===== config.mk =====
export PLATFORM = sky130hd
export DESIGN_NAME = inverted_page_table_replacer
export DESIGN_NICKNAME = d
export VERILOG_FILES = /design/src/rtl/iptr_pkg.sv /design/src/rtl/inverted_page_table_replacer.sv /design/src/rtl/iptr_csr.sv
export SDC_FILE = /design/constraint.sdc
export NUM_CORES = 2
export LEC_CHECK = 0
export BUFFER_PORTS_ARGS = -buffer_cell sky130_fd_sc_hd__buf_2
export CORE_ASPECT_RATIO = 2
export CORE_UTILIZATION = 31
export DETAILED_ROUTE_END_ITERATION = 8
export GPL_TIMING_DRIVEN = 0
export RECOVER_POWER = 50
export SETUP_SLACK_MARGIN = 0.2
export SLEW_MARGIN = 25
export SYNTH_ARGS = -nofsm -noshare
export SYNTH_HDL_FRONTEND = slang
export SYNTH_HIERARCHICAL = 1
export SYNTH_SLANG_ARGS = --single-unit

===== constraint.sdc =====
create_clock -name clock -period 18.6 [get_ports clock]
set_input_delay 2.79 -clock clock [delete_from_list [all_inputs] [get_ports clock]]
set_output_delay 2.79 -clock clock [all_outputs]
set_load 0.01 [all_outputs]

===== src/rtl/iptr_pkg.sv =====
package iptr_pkg;

   // Table geometry and field widths.
   localparam int FRAMES     = 32;
   localparam int PID_BITS   = 8;
   localparam int PAGE_BITS  = 20;
   localparam int TIME_BITS  = 32;
   localparam int COUNT_BITS = 32;
   localparam int FRAME_OUT_W = 5;
   localparam int IDX_W      = (FRAMES > 1) ? $clog2(FRAMES) : 1;
   localparam int ACTIVE_W   = 6;
   localparam int CSR_ADDR_W = 4;
   localparam int CSR_DATA_W = 32;

   // Register indexes on the configuration port (byte address 4 * index).
   localparam logic [1:0] REG_MODE   = 2'd0;
   localparam logic [1:0] REG_WINDOW = 2'd1;
   localparam logic [1:0] REG_ACTIVE = 2'd2;

   // Replacement modes.
   localparam logic MODE_LRU  = 1'b0;
   localparam logic MODE_WSET = 1'b1;

   localparam logic [ACTIVE_W-1:0] ACTIVE_RESET = ACTIVE_W'(32);

   // Configuration seen by the lookup engine.
   typedef struct packed {
      logic                  mode;
      logic [TIME_BITS-1:0]  window;
      logic [IDX_W-1:0]      last_idx;
   } cfg_type;

   // One entry of the frame memory.
   typedef struct packed {
      logic [PID_BITS-1:0]   owner;
      logic [PAGE_BITS-1:0]  page;
      logic [TIME_BITS-1:0]  stamp;
   } entry_type;

   typedef enum logic [1:0] {
      ST_IDLE,
      ST_SCAN,
      ST_FINISH
   } state_type;

endpackage


===== src/rtl/inverted_page_table_replacer.sv =====
// Channel  Direction  Handshake          Word
// req      in         req_valid/ready    process id, page number, write flag, time
// rsp      out        rsp_valid/ready    hit, frame index, fault flag, three totals
// csr      in/out     APB psel/penable   mode, window size, active frame count
//
// One access scans the active frame count, clamped to 1..32: the frame memory has one
// read port, so the scan reads one frame per cycle, then the finish step places the
// page and loads the result register.
// Reset is synchronous; it clears all frames to free, the totals and the control and configuration registers.
// A new request is taken while a result still waits; the engine holds in its
// last step only if the result register is still full.
module inverted_page_table_replacer (
   input  logic                              clock,
   input  logic                              reset,
   input  logic                              req_valid,
   output logic                              req_ready,
   input  logic [iptr_pkg::PID_BITS-1:0]     req_process_id,
   input  logic [iptr_pkg::PAGE_BITS-1:0]    req_page_number,
   input  logic                              req_is_write,
   input  logic [iptr_pkg::TIME_BITS-1:0]    req_access_time,
   output logic                              rsp_valid,
   input  logic                              rsp_ready,
   output logic                              rsp_hit,
   output logic [iptr_pkg::FRAME_OUT_W-1:0]  rsp_frame_index,
   output logic                              rsp_page_fault,
   output logic [iptr_pkg::COUNT_BITS-1:0]   rsp_reads_seen,
   output logic [iptr_pkg::COUNT_BITS-1:0]   rsp_writes_seen,
   output logic [iptr_pkg::COUNT_BITS-1:0]   rsp_faults_seen,
   input  logic                              csr_psel,
   input  logic                              csr_penable,
   input  logic                              csr_pwrite,
   input  logic [iptr_pkg::CSR_ADDR_W-1:0]   csr_paddr,
   input  logic [iptr_pkg::CSR_DATA_W-1:0]   csr_pwdata,
   output logic [iptr_pkg::CSR_DATA_W-1:0]   csr_prdata,
   output logic                              csr_pready
);
   import iptr_pkg::*;

   cfg_type cfg;

   iptr_csr u_csr (
      .clock       (clock),
      .reset       (reset),
      .csr_psel    (csr_psel),
      .csr_penable (csr_penable),
      .csr_pwrite  (csr_pwrite),
      .csr_paddr   (csr_paddr),
      .csr_pwdata  (csr_pwdata),
      .csr_prdata  (csr_prdata),
      .csr_pready  (csr_pready),
      .cfg         (cfg)
   );

   // Control state.
   state_type              state_ff, state_in;
   logic [FRAMES-1:0]      valid_ff, valid_in;
   logic [IDX_W-1:0]       rd_idx_ff, rd_idx_in;
   logic                   issue_ff, issue_in;
   logic                   chk_vld_ff, chk_vld_in;
   logic [IDX_W-1:0]       chk_idx_ff, chk_idx_in;
   logic [COUNT_BITS-1:0]  reads_ff, reads_in;
   logic [COUNT_BITS-1:0]  writes_ff, writes_in;
   logic [COUNT_BITS-1:0]  faults_ff, faults_in;
   logic                   rsp_valid_ff, rsp_valid_in;

   // Request word and scan results.
   logic [PID_BITS-1:0]    pid_ff, pid_in;
   logic [PAGE_BITS-1:0]   page_ff, page_in;
   logic [TIME_BITS-1:0]   time_ff, time_in;
   logic                   found_ff, found_in;
   logic [IDX_W-1:0]       found_at_ff, found_at_in;
   logic                   free_ff, free_in;
   logic [IDX_W-1:0]       free_at_ff, free_at_in;
   logic                   best_ff, best_in;
   logic [IDX_W-1:0]       best_at_ff, best_at_in;
   logic [TIME_BITS-1:0]   best_stamp_ff, best_stamp_in;
   logic                   swept_ff, swept_in;
   logic [IDX_W-1:0]       sweep_at_ff, sweep_at_in;
   logic [FRAMES-1:0]      sweep_mask_ff, sweep_mask_in;

   // Result register.
   logic                   rsp_hit_ff, rsp_hit_in;
   logic [FRAME_OUT_W-1:0] rsp_frame_ff, rsp_frame_in;
   logic [COUNT_BITS-1:0]  rsp_reads_ff, rsp_reads_in;
   logic [COUNT_BITS-1:0]  rsp_writes_ff, rsp_writes_in;
   logic [COUNT_BITS-1:0]  rsp_faults_ff, rsp_faults_in;

   // Frame memory.
   entry_type              frame_mem [FRAMES];
   entry_type              mem_rdata_ff;
   entry_type              mem_wdata;
   logic                   mem_we;
   logic [IDX_W-1:0]       mem_waddr;

   logic                   entry_valid;
   logic                   entry_match;
   logic [TIME_BITS-1:0]   entry_age;
   logic                   accept;
   logic                   out_free;
   logic [IDX_W-1:0]       where;

   assign accept      = req_valid & req_ready;
   assign out_free    = ~rsp_valid_ff | rsp_ready;
   assign entry_valid = valid_ff[chk_idx_ff];
   assign entry_match = (mem_rdata_ff.owner == pid_ff) && (mem_rdata_ff.page == page_ff);
   assign entry_age   = time_ff - mem_rdata_ff.stamp;
   assign mem_wdata   = '{owner: pid_ff, page: page_ff, stamp: time_ff};

   // Memory: one write port, one registered read port.
   always_ff @(posedge clock) begin
      if (mem_we) begin
         frame_mem[mem_waddr] <= mem_wdata;
      end
      if (issue_ff) begin
         mem_rdata_ff <= frame_mem[rd_idx_ff];
      end
   end

   // Frame choice: the matching frame on a hit, else the victim on a miss.
   always_comb begin
      if (found_ff) begin
         where = found_at_ff;
      end else if (free_ff) begin
         where = free_at_ff;
      end else if (cfg.mode == MODE_WSET && swept_ff) begin
         where = sweep_at_ff;
      end else begin
         where = best_at_ff;
      end
   end

   // Next state and datapath control.
   always_comb begin
      state_in      = state_ff;
      valid_in      = valid_ff;
      rd_idx_in     = rd_idx_ff;
      issue_in      = 1'b0;
      chk_vld_in    = 1'b0;
      chk_idx_in    = rd_idx_ff;
      reads_in      = reads_ff;
      writes_in     = writes_ff;
      faults_in     = faults_ff;
      rsp_valid_in  = rsp_valid_ff & ~rsp_ready;
      pid_in        = pid_ff;
      page_in       = page_ff;
      time_in       = time_ff;
      found_in      = found_ff;
      found_at_in   = found_at_ff;
      free_in       = free_ff;
      free_at_in    = free_at_ff;
      best_in       = best_ff;
      best_at_in    = best_at_ff;
      best_stamp_in = best_stamp_ff;
      swept_in      = swept_ff;
      sweep_at_in   = sweep_at_ff;
      sweep_mask_in = sweep_mask_ff;
      rsp_hit_in    = rsp_hit_ff;
      rsp_frame_in  = rsp_frame_ff;
      rsp_reads_in  = rsp_reads_ff;
      rsp_writes_in = rsp_writes_ff;
      rsp_faults_in = rsp_faults_ff;
      mem_we        = 1'b0;
      mem_waddr     = chk_idx_ff;
      req_ready     = 1'b0;

      unique case (state_ff)
         ST_IDLE: begin
            req_ready = 1'b1;
            if (accept) begin
               pid_in        = req_process_id;
               page_in       = req_page_number;
               time_in       = req_access_time;
               found_in      = 1'b0;
               free_in       = 1'b0;
               best_in       = 1'b0;
               swept_in      = 1'b0;
               sweep_mask_in = '0;
               rd_idx_in     = '0;
               issue_in      = 1'b1;
               if (req_is_write) begin
                  writes_in = writes_ff + COUNT_BITS'(1);
               end else begin
                  reads_in = reads_ff + COUNT_BITS'(1);
               end
               state_in = ST_SCAN;
            end
         end

         ST_SCAN: begin
            // Issue one read per cycle up to the last active frame.
            if (issue_ff) begin
               chk_vld_in = 1'b1;
               chk_idx_in = rd_idx_ff;
               if (rd_idx_ff != cfg.last_idx) begin
                  issue_in  = 1'b1;
                  rd_idx_in = rd_idx_ff + IDX_W'(1);
               end
            end
            // Check the frame read in the previous cycle.
            if (chk_vld_ff) begin
               if (!entry_valid) begin
                  free_in    = 1'b1;
                  free_at_in = chk_idx_ff;
               end else begin
                  if (entry_match) begin
                     found_in    = 1'b1;
                     found_at_in = chk_idx_ff;
                     mem_we      = 1'b1;
                  end
                  if (!best_ff || mem_rdata_ff.stamp < best_stamp_ff) begin
                     best_in       = 1'b1;
                     best_at_in    = chk_idx_ff;
                     best_stamp_in = mem_rdata_ff.stamp;
                  end
                  if (mem_rdata_ff.owner == pid_ff && entry_age > cfg.window) begin
                     swept_in                  = 1'b1;
                     sweep_at_in               = chk_idx_ff;
                     sweep_mask_in[chk_idx_ff] = 1'b1;
                  end
               end
               if (chk_idx_ff == cfg.last_idx) begin
                  state_in = ST_FINISH;
               end
            end
         end

         ST_FINISH: begin
            // Place the page on a miss and load the result word.
            if (out_free) begin
               if (!found_ff) begin
                  faults_in = faults_ff + COUNT_BITS'(1);
                  if (!free_ff && cfg.mode == MODE_WSET && swept_ff) begin
                     valid_in = valid_ff & ~sweep_mask_ff;
                  end
                  valid_in[where] = 1'b1;
                  mem_we          = 1'b1;
                  mem_waddr       = where;
               end
               rsp_valid_in  = 1'b1;
               rsp_hit_in    = found_ff;
               rsp_frame_in  = FRAME_OUT_W'(where);
               rsp_reads_in  = reads_ff;
               rsp_writes_in = writes_ff;
               rsp_faults_in = found_ff ? faults_ff : faults_ff + COUNT_BITS'(1);
               state_in      = ST_IDLE;
            end
         end

         default: begin
            state_in = ST_IDLE;
         end
      endcase
   end

   // Control registers.
   always_ff @(posedge clock) begin
      if (reset) begin
         state_ff     <= ST_IDLE;
         valid_ff     <= '0;
         issue_ff     <= 1'b0;
         chk_vld_ff   <= 1'b0;
         reads_ff     <= '0;
         writes_ff    <= '0;
         faults_ff    <= '0;
         rsp_valid_ff <= 1'b0;
      end else begin
         state_ff     <= state_in;
         valid_ff     <= valid_in;
         issue_ff     <= issue_in;
         chk_vld_ff   <= chk_vld_in;
         reads_ff     <= reads_in;
         writes_ff    <= writes_in;
         faults_ff    <= faults_in;
         rsp_valid_ff <= rsp_valid_in;
      end
   end

   // Payload registers.
   always_ff @(posedge clock) begin
      rd_idx_ff     <= rd_idx_in;
      chk_idx_ff    <= chk_idx_in;
      pid_ff        <= pid_in;
      page_ff       <= page_in;
      time_ff       <= time_in;
      found_ff      <= found_in;
      found_at_ff   <= found_at_in;
      free_ff       <= free_in;
      free_at_ff    <= free_at_in;
      best_ff       <= best_in;
      best_at_ff    <= best_at_in;
      best_stamp_ff <= best_stamp_in;
      swept_ff      <= swept_in;
      sweep_at_ff   <= sweep_at_in;
      sweep_mask_ff <= sweep_mask_in;
      rsp_hit_ff    <= rsp_hit_in;
      rsp_frame_ff  <= rsp_frame_in;
      rsp_reads_ff  <= rsp_reads_in;
      rsp_writes_ff <= rsp_writes_in;
      rsp_faults_ff <= rsp_faults_in;
   end

   assign rsp_valid       = rsp_valid_ff;
   assign rsp_hit         = rsp_hit_ff;
   assign rsp_page_fault  = ~rsp_hit_ff;
   assign rsp_frame_index = rsp_frame_ff;
   assign rsp_reads_seen  = rsp_reads_ff;
   assign rsp_writes_seen = rsp_writes_ff;
   assign rsp_faults_seen = rsp_faults_ff;

endmodule


===== src/rtl/iptr_csr.sv =====
module iptr_csr (
   input  logic                              clock,
   input  logic                              reset,
   input  logic                              csr_psel,
   input  logic                              csr_penable,
   input  logic                              csr_pwrite,
   input  logic [iptr_pkg::CSR_ADDR_W-1:0]   csr_paddr,
   input  logic [iptr_pkg::CSR_DATA_W-1:0]   csr_pwdata,
   output logic [iptr_pkg::CSR_DATA_W-1:0]   csr_prdata,
   output logic                              csr_pready,
   output iptr_pkg::cfg_type                 cfg
);
   import iptr_pkg::*;

   logic                  mode_ff, mode_in;
   logic [TIME_BITS-1:0]  window_ff, window_in;
   logic [ACTIVE_W-1:0]   active_ff, active_in;
   logic                  wr_en;
   logic [1:0]            reg_sel;
   logic [31:0]           active_wide;
   logic [IDX_W:0]        used;

   assign csr_pready = 1'b1;
   assign reg_sel    = csr_paddr[3:2];
   assign wr_en      = csr_psel & csr_penable & csr_pwrite;

   // Register writes; an address beyond the list is ignored.
   always_comb begin
      mode_in   = mode_ff;
      window_in = window_ff;
      active_in = active_ff;
      if (wr_en) begin
         unique case (reg_sel)
            REG_MODE:   mode_in   = csr_pwdata[0];
            REG_WINDOW: window_in = csr_pwdata[TIME_BITS-1:0];
            REG_ACTIVE: active_in = csr_pwdata[ACTIVE_W-1:0];
            default: ;
         endcase
      end
   end

   always_ff @(posedge clock) begin
      if (reset) begin
         mode_ff   <= MODE_LRU;
         window_ff <= '0;
         active_ff <= ACTIVE_RESET;
      end else begin
         mode_ff   <= mode_in;
         window_ff <= window_in;
         active_ff <= active_in;
      end
   end

   // Read back.
   always_comb begin
      unique case (reg_sel)
         REG_MODE:   csr_prdata = CSR_DATA_W'(mode_ff);
         REG_WINDOW: csr_prdata = CSR_DATA_W'(window_ff);
         REG_ACTIVE: csr_prdata = CSR_DATA_W'(active_ff);
         default:    csr_prdata = '0;
      endcase
   end

   // Clamp the active frame count to 1..FRAMES and hand out the last index.
   assign active_wide = 32'(active_ff);
   always_comb begin
      if (active_wide == 32'd0) begin
         used = (IDX_W+1)'(1);
      end else if (active_wide > 32'(FRAMES)) begin
         used = (IDX_W+1)'(FRAMES);
      end else begin
         used = (IDX_W+1)'(active_ff);
      end
   end

   assign cfg.mode     = mode_ff;
   assign cfg.window   = window_ff;
   assign cfg.last_idx = IDX_W'(used - (IDX_W+1)'(1));

endmodule


==> metrics <==
CTS root buf=clkbuf_16; Post-synth EDFFs=2235; first-pass GRT wire length=366 mm; vias in the first global route=50.8k; Antenna Nets Post-Route=0; Slew @ Worst Pin=4.93 ns; # H-tree levels=4; row cnt=287; Crit-path slowest cell=clkbuf_1; Synth Register Bits=2412; Final Cycle Share=39.1%; Post-DP Area=106000 um2; Worst R2R Start=time_ff[5]$_DFFE_PP_; CP Data Arrival Time=7.56 ns; WS Path Type=primary input to flip-flop; initial core utilization=31.2%; RSZ-0062 raised after global routing=false; Worst setup SP type=primary input; synth top area cells=edfxtp_1 (71%), mux4_2 (14%), dfxtp_1 (3.7%); Worst path most repeated cell=clkbuf_1; DIE HEIGHT=785 um; failing checks=max-capacitance violations, max-slew violations; WL/cell=27.0 um; CTS Sinks=2412; Peak Freq=138 MHz; area of the multi-input gates=23400 um2; Synth async-reset ratio=0%; initial drt markers=4044; Buf/Inv on CP=3; Mapped Area=95100 um2; minimum clock period=7.26 ns; Residual DRC=0; largest net degree at the start of global routing=48; DRT Pass-1 Iters=5; Max rail drop VDD=0.0869 mV; part of the Yosys area used for sequential elements=74.3%; worst hold path depth=0; Top Ports=242; non-filler cells in the finished layout=9597; crit path capture type=flip-flop; worst hold path type=flip-flop to flip-flop; dominant cell type by area after synthesis=edfxtp_1; Pins Over Slew Limit=99; Ys Warns=6; PortBufs=237; filler cell count=27.9k; CTS clk-pin slew, worst paths=0.07 ns; CP top delay family=buffers and inverters; Hold Path Origin=rd_idx_ff[2]$_SDFFCE_PN0P_; placed cells=9198; gr usage total=16.4%; outcome=complete, but fails checks; Post-CTS Hold Buffers=0; Stages on worst setup path=4; critical-path maximum fanout=47; die footprint=309000 um2; core area=305000 um2; Mapped Cells=4750; hpwl dp=185 mm; worst skew pair latency=0.88 ns; total nets after synthesis=4957; Longest Clk Path Bufs=4; slowest stage delay, CP=3.49 ns; Slew headroom=-229%; Post-CTS Setup Bufs=0; design area=112000 um2; required time worst endpoint=18.90 ns; Worst Clk Skew=0.0822 ns; syn avg cell area=20.0 um2; die width=394 um; top cell type's share of synthesized area=70.5%; register area=70700 um2; Fin Hold WS=0.384 ns; Max-Cap Viols=3; total grt overflow=0; TritonCTS clock tree=yes; R2R cell count=16; CP Launch Point=req_valid; vias per cell=5.02; WL final=259 mm; Power Dens Cells=134 nW/um2; leak pwr=0.0357 uW; endpoints failing setup=0; CTS buffer count=208; DR vias=48.2k; Synth Flop Type=edfxtp_1; Post-Route Setup TNS=0 ns; area grow syn2layout=17.7%; unique cell type count in the Yosys netlist=75; worst-path cell chain=clkbuf_1, nand2_1, clkinvlp_2, clkbuf_1; initial antenna violation count=10; share of layout cells above drive strength 1=26.1%; gpl congestion=0.848; post-layout power=15000 uW; nets=5590; CTS resizes=0; Final Hold Viols=0
[path summary, 6_finish.rpt]
kind	end	slack (ns)
worst max-delay path	time_ff[17]$_DFFE_PP_	11.34
worst min-delay path	chk_idx_ff[2]$_DFF_P_	0.38
worst max register to register	sweep_mask_ff[4]$_SDFFCE_PN0P_	11.50
worst min register to register	chk_idx_ff[2]$_DFF_P_	0.38
[synthesized netlist by cell type, types with 63 or more instances]
cell	number
a21oi_1	100
clkbuf_1	138
dfxtp_1	177
edfxtp_1	2235
ha_1	102
inv_1	110
mux2_2	63
mux4_2	608
nand2_1	144
nand2b_1	84
nor2_1	237
xnor2_1	86
xor2_1	97
[power breakdown]
part | internal (uW) | leakage [uW] | switching (uW)
clock network | 2380 | 0.00325 | 1990
logic | 1790 | 0.0107 | 2300
registers | 6300 | 0.0218 | 211
total | 10500 | 0.0357 | 4500
[layer usage]
metal	track usage (%)	routed length [um]	share of wire, %
met5	0	0	0
met1	16.7	86000	33
met4	7.72	13600	5.3
met3	1.91	12000	4.6
met2	32.8	147000	57
[sequential cells by signal (all words and copies together), names as in the netlist, 6 cells and up]
register and cells:
best_stamp_ff 32, faults_ff 32, frame_mem 1920, mem_rdata_ff 60, page_ff 20, pid_ff 8
reads_ff 32, rsp_faults_seen 32, rsp_reads_seen 32, rsp_writes_seen 32, sweep_mask_ff 32, time_ff 32
u_csr/active_ff 6, u_csr/window_ff 32, valid_ff 32, writes_ff 32
[worst register-to-register path, stage by stage (launching register included)]
cell and delay (ns):
edfxtp_1 0.74, clkbuf_1 0.82, ha_1 0.38, o211ai_1 0.14, o211ai_1 0.35, o211ai_1 0.25
a21oi_1 0.60, a21oi_1 0.29, o41ai_1 0.47, xor2_1 0.15, ha_1 0.32, nand4_1 0.12
nor4_1 0.79, a41oi_1 0.25, a31o_2 0.39, a21oi_4 0.49, buf_16 0.24
[cell type report]
cell class                      count  area share [%]
Sequential cell                  2412            63.1
Multi-Input combinational cell   2010            20.9
Clock buffer                      252            4.89
Tap cell                         4046            4.52
Timing Repair Buffer              423            4.30
Clock inverter                    123            1.07
Buffer                            215           0.869
Inverter                          113           0.380
Antenna cell                        3         0.00670
[kinds of logic (layout without fill, tap and decap cells)]
group | count (synthesis) | in the layout | share of synthesized area (%)
adders and majority gates | 103 | 103 | 1.36
other | 1 | 4 | 0.00394
buffers and inverters | 328 | 1126 | 1.41
xor gates and xnor gates | 183 | 183 | 1.68
muxes | 718 | 718 | 15.6
AOI/OAI and AO/OA | 293 | 293 | 1.94
and+or+nand+nor | 712 | 712 | 3.71
DFF | 2412 | 2412 | 74.3
[cell usage in the layout, fill, tap and decap left out, types with 86 or more instances in the layout]
cell type	n
nor2_1	205
inv_1	110
xor2_1	97
mux4_2	608
dfxtp_1	177
ha_1	102
edfxtp_1	2235
clkbuf_1	232
buf_2	254
xnor2_1	86
a21oi_1	99
nand2_1	144
clkbuf_16	211
[per-stage QoR]
stage / util (%) / setup WS [ns]
after detailed placement: 34.6 / 11.25
final: 36.7 / 11.34
after floorplan: - / 11.25
after global placement: 33.2 / 5.79
after global routing: 36.7 / 11.05
after CTS: 36.8 / 11.58
Power figures use the tool's default switching activity.
